[src/hdl/assert_macros.svh]
// Assertion helpers used by the RTL.
`ifndef ASSERT_MACROS_SVH
`define ASSERT_MACROS_SVH

// Same-cycle implication, disabled while reset is asserted.
`define CHK_IMPLY(label, clk, rst_n, ante, cons, msg) \
	label: assert property (@(posedge clk) disable iff (!rst_n) (ante) |-> (cons)) \
		else $error(msg);

// Next-cycle implication, disabled while reset is asserted.
`define CHK_NEXT(label, clk, rst_n, ante, cons, msg) \
	label: assert property (@(posedge clk) disable iff (!rst_n) (ante) |=> (cons)) \
		else $error(msg);

`endif

[src/hdl/lge_pkg.sv]
`default_nettype none

package lge_pkg;

	localparam int GRID_COLS_DEF = 40;
	localparam int GRID_ROWS_DEF = 30;

	localparam int ACTION_W = 2;
	localparam int COL_W    = 6;
	localparam int ROW_W    = 5;

	localparam logic [ACTION_W-1:0] ACT_TOGGLE = 2'd0;
	localparam logic [ACTION_W-1:0] ACT_STEP   = 2'd1;
	localparam logic [ACTION_W-1:0] ACT_READ   = 2'd2;

	// Controller to datapath commands
	typedef struct packed {
		logic accept;     // item transfer this cycle
		logic cell_fin;   // finish a toggle, read or no-op
		logic step_rd;    // fetch one row of the old generation
		logic step_shift; // advance the row window
		logic step_wr;    // write one row of the new generation
		logic finish;     // load the result registers
	} cmd_t;

endpackage

`default_nettype wire

[src/hdl/lge_ram.sv]
`default_nettype none

module lge_ram #(
	parameter int WIDTH = lge_pkg::GRID_COLS_DEF,
	parameter int DEPTH = lge_pkg::GRID_ROWS_DEF,
	localparam int AW = (DEPTH > 1) ? $clog2(DEPTH) : 1
) (
	input  wire logic             clk,
	input  wire logic             wr_en,
	input  wire logic [AW-1:0]    wr_addr,
	input  wire logic [WIDTH-1:0] wr_data,
	input  wire logic             rd_en,
	input  wire logic [AW-1:0]    rd_addr,
	output logic      [WIDTH-1:0] rd_data
);

	logic [WIDTH-1:0] mem [DEPTH];

	always_ff @(posedge clk) begin
		if (wr_en) begin
			mem[wr_addr] <= wr_data;
		end
		if (rd_en) begin
			rd_data <= mem[rd_addr];
		end
	end

endmodule

`default_nettype wire

[src/hdl/lge_ctrl.sv]
`default_nettype none

module lge_ctrl #(
	parameter int GRID_ROWS = lge_pkg::GRID_ROWS_DEF,
	localparam int RW = $clog2(GRID_ROWS),
	localparam int KW = $clog2(GRID_ROWS + 2)
) (
	input  wire logic                          clk,
	input  wire logic                          arst_n,
	input  wire logic                          start,
	input  wire logic [lge_pkg::ACTION_W-1:0]  action,
	output logic                               busy,
	output lge_pkg::cmd_t                      cmd,
	output logic      [RW-1:0]                 step_rd_row,
	output logic      [RW-1:0]                 step_wr_row
);

	typedef enum logic [1:0] {
		S_IDLE,
		S_CELL,
		S_STEP
	} state_t;

	localparam logic [KW-1:0] K_ROWS = KW'(GRID_ROWS);
	localparam logic [KW-1:0] K_LAST = KW'(GRID_ROWS + 1);
	localparam logic [KW-1:0] K_TWO  = KW'(2);

	state_t        state_q;
	logic          busy_q;
	logic [KW-1:0] k_q;

	always_ff @(posedge clk or negedge arst_n) begin
		if (!arst_n) begin
			state_q <= S_IDLE;
			busy_q  <= 1'b0;
			k_q     <= '0;
		end else begin
			unique case (state_q)
				S_IDLE: begin
					if (start) begin
						k_q    <= '0;
						busy_q <= 1'b1;
						state_q <= (action == lge_pkg::ACT_STEP) ? S_STEP : S_CELL;
					end
				end
				S_CELL: begin
					state_q <= S_IDLE;
					busy_q  <= 1'b0;
				end
				S_STEP: begin
					if (k_q == K_LAST) begin
						state_q <= S_IDLE;
						busy_q  <= 1'b0;
					end else begin
						k_q <= k_q + 1'b1;
					end
				end
				default: begin
					state_q <= S_IDLE;
					busy_q  <= 1'b0;
				end
			endcase
		end
	end

	always_comb begin
		cmd.accept     = (state_q == S_IDLE) && start;
		cmd.cell_fin   = (state_q == S_CELL);
		cmd.step_rd    = (state_q == S_STEP) && (k_q < K_ROWS);
		cmd.step_shift = (state_q == S_STEP) && (k_q != '0);
		cmd.step_wr    = (state_q == S_STEP) && (k_q >= K_TWO);
		cmd.finish     = cmd.cell_fin || ((state_q == S_STEP) && (k_q == K_LAST));
	end

	assign busy        = busy_q;
	assign step_rd_row = k_q[RW-1:0];
	assign step_wr_row = RW'(k_q - K_TWO);

endmodule

`default_nettype wire

[src/hdl/lge_datapath.sv]
`default_nettype none

module lge_datapath #(
	parameter int GRID_COLS = lge_pkg::GRID_COLS_DEF,
	parameter int GRID_ROWS = lge_pkg::GRID_ROWS_DEF,
	localparam int RW = $clog2(GRID_ROWS),
	localparam int CW = $clog2(GRID_COLS)
) (
	input  wire logic                          clk,
	input  wire logic                          arst_n,
	input  wire lge_pkg::cmd_t                 cmd,
	input  wire logic [RW-1:0]                 step_rd_row,
	input  wire logic [RW-1:0]                 step_wr_row,
	input  wire logic [lge_pkg::ACTION_W-1:0]  action,
	input  wire logic [lge_pkg::COL_W-1:0]     col,
	input  wire logic [lge_pkg::ROW_W-1:0]     row,
	output logic                               done,
	output logic                               cell_alive,
	output logic      [lge_pkg::ACTION_W-1:0]  done_action
);

	localparam logic [3:0] BIRTH_CNT   = 4'd3;
	localparam logic [3:0] SURVIVE_CNT = 4'd2;

	// latched item
	logic [lge_pkg::ACTION_W-1:0] act_q;
	logic [CW-1:0]                col_q;
	logic [RW-1:0]                row_q;
	logic                         inside_q;

	logic [GRID_ROWS-1:0] row_valid_q;
	logic                 rd_live_s1;
	logic                 done_q;
	logic                 alive_q;
	logic [lge_pkg::ACTION_W-1:0] done_act_q;

	// row window: up_q holds the row above mid_q
	logic [GRID_COLS-1:0] up_q;
	logic [GRID_COLS-1:0] mid_q;

	logic                 inside_now;
	logic [RW-1:0]        row_now;
	logic                 ram_rd_en;
	logic [RW-1:0]        ram_rd_addr;
	logic [GRID_COLS-1:0] ram_rd_data;
	logic                 ram_wr_en;
	logic [RW-1:0]        ram_wr_addr;
	logic [GRID_COLS-1:0] ram_wr_data;
	logic                 live_now;

	logic [GRID_COLS-1:0] in_row;
	logic [GRID_COLS-1:0] tog_row;
	logic [GRID_COLS-1:0] gen_row;
	logic [GRID_COLS+1:0] up_p;
	logic [GRID_COLS+1:0] mid_p;
	logic [GRID_COLS+1:0] dn_p;
	logic [GRID_COLS-1:0][3:0] nbr;
	logic                 cell_bit;
	logic                 cell_res;

	assign inside_now = (32'(col) < GRID_COLS) && (32'(row) < GRID_ROWS);
	assign row_now    = RW'(row);

	assign ram_rd_en   = (cmd.accept && inside_now) || cmd.step_rd;
	assign ram_rd_addr = cmd.step_rd ? step_rd_row : row_now;
	assign live_now    = ram_rd_en ? row_valid_q[ram_rd_addr] : 1'b0;

	// a row never written reads as all dead
	assign in_row  = rd_live_s1 ? ram_rd_data : '0;
	assign tog_row = in_row ^ (GRID_COLS'(1) << col_q);

	assign cell_bit = inside_q ? in_row[col_q] : 1'b0;
	assign cell_res = inside_q && (((act_q == lge_pkg::ACT_TOGGLE) && !cell_bit) ||
		((act_q == lge_pkg::ACT_READ) && cell_bit));

	assign ram_wr_en   = cmd.step_wr ||
		(cmd.cell_fin && inside_q && (act_q == lge_pkg::ACT_TOGGLE));
	assign ram_wr_addr = cmd.step_wr ? step_wr_row : row_q;
	assign ram_wr_data = cmd.step_wr ? gen_row : tog_row;

	assign up_p  = {1'b0, up_q, 1'b0};
	assign mid_p = {1'b0, mid_q, 1'b0};
	assign dn_p  = {1'b0, in_row, 1'b0};

	always_comb begin
		for (int c = 0; c < GRID_COLS; c++) begin
			nbr[c] = 4'(up_p[c]) + 4'(up_p[c+1]) + 4'(up_p[c+2]) +
				4'(mid_p[c]) + 4'(mid_p[c+2]) +
				4'(dn_p[c]) + 4'(dn_p[c+1]) + 4'(dn_p[c+2]);
			gen_row[c] = (nbr[c] == BIRTH_CNT) || ((nbr[c] == SURVIVE_CNT) && mid_p[c+1]);
		end
	end

	lge_ram #(
		.WIDTH (GRID_COLS),
		.DEPTH (GRID_ROWS)
	) u_grid (
		.clk     (clk),
		.wr_en   (ram_wr_en),
		.wr_addr (ram_wr_addr),
		.wr_data (ram_wr_data),
		.rd_en   (ram_rd_en),
		.rd_addr (ram_rd_addr),
		.rd_data (ram_rd_data)
	);

	always_ff @(posedge clk or negedge arst_n) begin
		if (!arst_n) begin
			row_valid_q <= '0;
			rd_live_s1  <= 1'b0;
			done_q      <= 1'b0;
		end else begin
			if (ram_wr_en) begin
				row_valid_q[ram_wr_addr] <= 1'b1;
			end
			rd_live_s1 <= live_now;
			done_q     <= cmd.finish;
		end
	end

	always_ff @(posedge clk) begin
		if (cmd.accept) begin
			act_q    <= action;
			col_q    <= CW'(col);
			row_q    <= row_now;
			inside_q <= inside_now;
			up_q     <= '0;
			mid_q    <= '0;
		end else if (cmd.step_shift) begin
			up_q  <= mid_q;
			mid_q <= in_row;
		end
		if (cmd.finish) begin
			alive_q    <= cell_res;
			done_act_q <= act_q;
		end
	end

	assign done        = done_q;
	assign cell_alive  = alive_q;
	assign done_action = done_act_q;

endmodule

`default_nettype wire

[src/hdl/life_grid_engine.sv]
// Toggle, read or no-op: the transfer latches the item, S_CELL makes the access while busy, and
//   done_q then strobes the result; a new item may be taken while that result shows.
// Generation step: busy through the S_STEP sweep, set by the single grid read port sweeping
//   one row a cycle; done_q then strobes the result.
// Reset (arst_n, asynchronous, active low) idles the controller and marks every row of the
//   grid unwritten, so all cells read dead at once; no clearing pass. The receiver cannot stall.
`default_nettype none
`include "assert_macros.svh"

module life_grid_engine #(
	parameter int GRID_COLS = lge_pkg::GRID_COLS_DEF,
	parameter int GRID_ROWS = lge_pkg::GRID_ROWS_DEF,
	localparam int RW = $clog2(GRID_ROWS)
) (
	input  wire logic                          clk,
	input  wire logic                          arst_n,
	input  wire logic                          start,
	input  wire logic [lge_pkg::ACTION_W-1:0]  action,
	input  wire logic [lge_pkg::COL_W-1:0]     col,
	input  wire logic [lge_pkg::ROW_W-1:0]     row,
	output logic                               busy,
	output logic                               done,
	output logic                               cell_alive,
	output logic      [lge_pkg::ACTION_W-1:0]  done_action
);

	// The grid lives in a row-wide memory, one word per grid row. A step reads the old
	// generation top to bottom, keeps the two rows above the incoming one in a window,
	// and writes each new row behind the read pointer, so the old rows it still needs
	// are always held in the window rather than re-read from memory.

	lge_pkg::cmd_t cmd;
	logic [RW-1:0] step_rd_row;
	logic [RW-1:0] step_wr_row;

	// Sequence item transfers, the single-cell access and the row sweep
	lge_ctrl #(
		.GRID_ROWS (GRID_ROWS)
	) u_ctrl (
		.clk         (clk),
		.arst_n      (arst_n),
		.start       (start),
		.action      (action),
		.busy        (busy),
		.cmd         (cmd),
		.step_rd_row (step_rd_row),
		.step_wr_row (step_wr_row)
	);

	// Hold the grid, apply the rule across a whole row and register the result
	lge_datapath #(
		.GRID_COLS (GRID_COLS),
		.GRID_ROWS (GRID_ROWS)
	) u_dp (
		.clk         (clk),
		.arst_n      (arst_n),
		.cmd         (cmd),
		.step_rd_row (step_rd_row),
		.step_wr_row (step_wr_row),
		.action      (action),
		.col         (col),
		.row         (row),
		.done        (done),
		.cell_alive  (cell_alive),
		.done_action (done_action)
	);

	// A result always shows with the controller back in idle, after a busy cycle
	`CHK_IMPLY(a_done_idle, clk, arst_n, done, !busy, "result shown while busy")
	`CHK_IMPLY(a_done_after_busy, clk, arst_n, done, $past(busy), "result without work")
	// A cell transfer gives its result through S_CELL and the done register
	`CHK_IMPLY(a_cell_latency, clk, arst_n,
		start && !busy && (action != lge_pkg::ACT_STEP), ##2 done, "cell result late")
	// A step transfer holds the block busy for the sweep
	`CHK_NEXT(a_step_busy, clk, arst_n,
		start && !busy && (action == lge_pkg::ACT_STEP), busy && !done, "step not started")

endmodule

`default_nettype wire

[config.mk]
export PLATFORM = sky130hd
export DESIGN_NAME = life_grid_engine
export DESIGN_NICKNAME = d
export VERILOG_FILES = /design/src/hdl/lge_pkg.sv /design/src/hdl/lge_ram.sv /design/src/hdl/lge_ctrl.sv /design/src/hdl/lge_datapath.sv /design/src/hdl/life_grid_engine.sv
export VERILOG_INCLUDE_DIRS = /design/src /design/src/hdl
export SDC_FILE = /design/constraint.sdc
export NUM_CORES = 2
export LEC_CHECK = 0
export BUFFER_PORTS_ARGS = -buffer_cell sky130_fd_sc_hd__buf_4
export CORE_MARGIN = 5
export CORE_UTILIZATION = 25
export DETAILED_ROUTE_END_ITERATION = 10
export PLACE_DENSITY = 0.51
export SLEW_MARGIN = 10
export SYNTH_ARGS = -nofsm -noshare
export SYNTH_HDL_FRONTEND = slang
export SYNTH_SLANG_ARGS = --single-unit
[constraint.sdc]
create_clock -name clk -period 5.6 [get_ports clk]
set_input_delay 0.28 -clock clk [delete_from_list [all_inputs] [get_ports clk]]
set_output_delay 0.28 -clock clk [all_outputs]
set_load 0.02 [all_outputs]
==> results_dict.tcl <==
set metrics [dict create \
    die_w_um 507 \
    synth_edf_count 1257 \
    gr-total-overflow 0 \
    critical-path-max-stage-delay_ns 0.75 \
    cts_tree "done" \
    grt_pass1_vias 40000 \
    dp_cells 7941 \
    synth_ff_type "edfxtp_1" \
    syn_area_per_cell_um2 12.9 \
    clk_latency_ns 0.79 \
    first_iter_violations 4793 \
    die_y_um 507 \
    p_leak_nw 25.5 \
    area_delta_synth_final_pct 16.8 \
    fp-row-count 182 \
    critPathKind "flip-flop to flip-flop" \
    grt_start_max_net_pins 112 \
    ir_drop_mv 0.334 \
    tightest_slew_ns 1.29 \
    final_nets 5182 \
    num_vias 41300 \
    htree_levels 4 \
    ant_nets 0 \
    io_buffers 20 \
    min_period_ns 4.77 \
    crit_path_frequent_cell "fa_1" \
    hold_violations 0 \
    required_ns 6.02 \
    worstHoldPathType "input port to async pin" \
    syn_nets 5096 \
    initial_core_util_pct 25.1 \
    yosysSeqAreaShare_pct 65.3 \
    critPathCaptureType "flip-flop" \
    setup_viol 0 \
    synthArstFlopShare_pct 2.90 \
    crit_chain "buf_4 > nand2_1 > fa_1 > fa_1 > inv_1 > fa_1 > inv_1 > fa_1 > a2111oi_0 > a21oi_1 > or4_1 > o21ai_2" \
    path_clk_slew_ns 0.06 \
    wl_per_cell_um 25.4 \
    critPathSlowestCell "dfrtp_2" \
    stdcell_count 8234 \
    core_area_um2 246000 \
    fin_skew_ns 0.0218 \
    start_kind "flip-flop" \
    fin_setup_tns_ns 0 \
    rsz0062_at_grt "no" \
    drt_pass1_iterations 5 \
    syn_area_um2 61800 \
    post-route-period-util_pct 85.2 \
    max_freq_mhz 210 \
    grt_pass1_wl_um 296000 \
    cp.arrival_ns 5.20 \
    routed_wl_um 209000 \
    status "completed" \
    powerDensity_nw_per_um2 441 \
    cts.root.buffer_cell "clkbuf_16" \
    crit_fanout 30 \
    synth_cells 4801 \
    antenna_found_initial 8 \
    rrSetupSlack_ns 0.83 \
    synth_most_common_cell "edfxtp_1" \
    grt_usage_pct 15.8 \
    drive_gt1_share_pct 11.1 \
    synth.top_cell.area_share_pct 61.1 \
    ys_seq_elements 1377 \
    drv_slew 0 \
    slew_headroom_pct 14.3 \
    cts_made_buffers 149 \
    via_per_inst 5.01 \
    yosysWarningCount 0 \
    ys_types 69 \
    yosys.area.top_type "edfxtp_1" \
    dieArea_um2 257000 \
    synthTopCellsByCount "edfxtp_1 (1257), nand2_1 (818), inv_1 (385)" \
    place_hpwl_um 118000 \
    fin_total_pwr_mw 31.8 \
    top_level_ports 21 \
    drv_cap 0 \
    clkSinkCount 1377 \
    place.gp.congestion 0.849 \
    route.detailed.drc 0 \
    ys_top_cells_by_area "edfxtp_1 (61%), fa_1 (5.1%), nand2_1 (5.0%)" \
    clock_path_buffers 3 \
]
==> repair_timing <==
| action | CTS | global route |
|---|---|---|
| setup buffers | 0 | 0 |
| gates resized for setup | 0 | 0 |
| endpoints found under the hold margin | 57 | 0 |
| hold buffers | 15 | 0 |
==> cell type report <==
type | count | area [um2]
Clock inverter | 83 | 769
Multi-Input combinational cell | 2757 | 19500
Fill cell | 24800 | 174000
Antenna cell | 5 | 12.5
Sequential cell | 1377 | 40300
Clock buffer | 190 | 3990
Tap cell | 3220 | 4030
Timing Repair Buffer | 216 | 2110
Inverter | 386 | 1450
==> final timing paths <==
path                                      startpoint                               end  depth (start not counted)
max in group asynchronous                     arst_n         u_dp.rd_live_s1$_DFF_PN0_                          2
max                        u_dp.rd_live_s1$_DFF_PN0_  u_dp.u_grid.mem[7][25]$_DFFE_PP_                         12
max reg2reg                u_dp.rd_live_s1$_DFF_PN0_  u_dp.u_grid.mem[7][25]$_DFFE_PP_                         12
min                                           arst_n  u_dp.row_valid_q[21]$_DFFE_PN0N_                          2
min in group clk                              col[1]           u_dp.col_q[1]$_DFFE_PP_                          2
min reg2reg                  u_dp.act_q[0]$_DFFE_PP_     u_dp.done_action[0]$_DFFE_PP_                          0
==> sequential cells by signal, summed over array words and instances (netlist names) <==
name,flops
u_dp.u_grid.mem,1200
u_dp.mid_q,40
u_dp.u_grid.rd_data,40
u_dp.up_q,40
u_dp.row_valid_q,30
u_dp.col_q,6
u_ctrl.step_rd_row,5
u_dp.row_q,5
u_ctrl.state_q,2
u_dp.act_q,2
u_dp.done_action,2
u_ctrl.busy,1
u_dp.cell_alive,1
u_dp.done,1
u_dp.inside_q,1
u_dp.rd_live_s1,1
==> where the power goes <==
part / leakage (nW) / total [mW] / switching (mW) / internal [mW]
clock: 2.32 / 9.75 / 4.15 / 5.60
sequential: 12.8 / 12.9 / 0.397 / 12.5
combinational: 10.4 / 9.16 / 6.68 / 2.48
==> cell usage in the layout, fill, tap and decap left out, types with 17 or more instances in the layout <==
master,count
clkbuf_1,35
buf_4,165
nand2_1,814
ha_1,123
a211oi_1,181
a221oi_1,21
or4_1,17
a31oi_1,48
a21oi_1,206
fa_1,156
dfxtp_1,80
clkinv_1,35
o31ai_1,19
clkinv_2,21
a22o_1,21
o2111ai_1,21
dfrtp_1,39
or2_2,28
edfxtp_1,1257
nand4_1,19
inv_1,385
a2111oi_0,38
and3_1,173
nor2_1,160
a311oi_1,107
nor4_1,37
clkbuf_16,153
buf_12,36
xnor2_1,38
nand3_1,149
mux2i_1,109
nor2_4,33
o21ai_0,64
==> kinds of logic (layout without fill, tap and decap cells) <==
group / Yosys count / in the layout / synth area share (%)
compound gates: 822 / 822 / 9.20
buf+inv: 667 / 875 / 4.39
fa+ha+maj: 279 / 279 / 7.54
xor+xnor: 42 / 42 / 0.595
flops: 1377 / 1377 / 65.3
mux: 126 / 126 / 2.27
simple gates: 1488 / 1488 / 10.7
other cells: 0 / 5 / 0
==> per-layer routing <==
metal | vias up | share of wire, % | track usage (%)
met4 | 0 | 3.3 | 5.26
met1 | 21400 | 42 | 21.5
met2 | 1753 | 47 | 25.6
met3 | 341 | 7.6 | 2.62
li1 | 17800 | - | -
met5 | - | 0 | 0
==> critical path: cells and delay by family (launching register included) <==
family                     cells  cell delay (ns)
adders and majority gates      4             1.58
AOI/OAI and AO/OA              3             0.88
DFF                            1             0.75
and+or+nand+nor                2             0.72
buffers and inverters          3             0.43
==> per-stage QoR <==
step | area [um2] | hold slack (ns) | worst slack, ns | util (%)
after floorplan | 61800 | -0.0156 | 0.350 | -
after global placement | 67300 | 0.336 | 0.912 | 27.4
after detailed placement | 67300 | 0.334 | 0.899 | 27.4
after CTS | 72200 | 0.0121 | 0.843 | 29.3
after global routing | 72200 | 0.101 | 0.589 | 29.4
final | 72200 | 0.0574 | 0.828 | 29.4
Note: power is estimated with default switching activity, not from simulation.
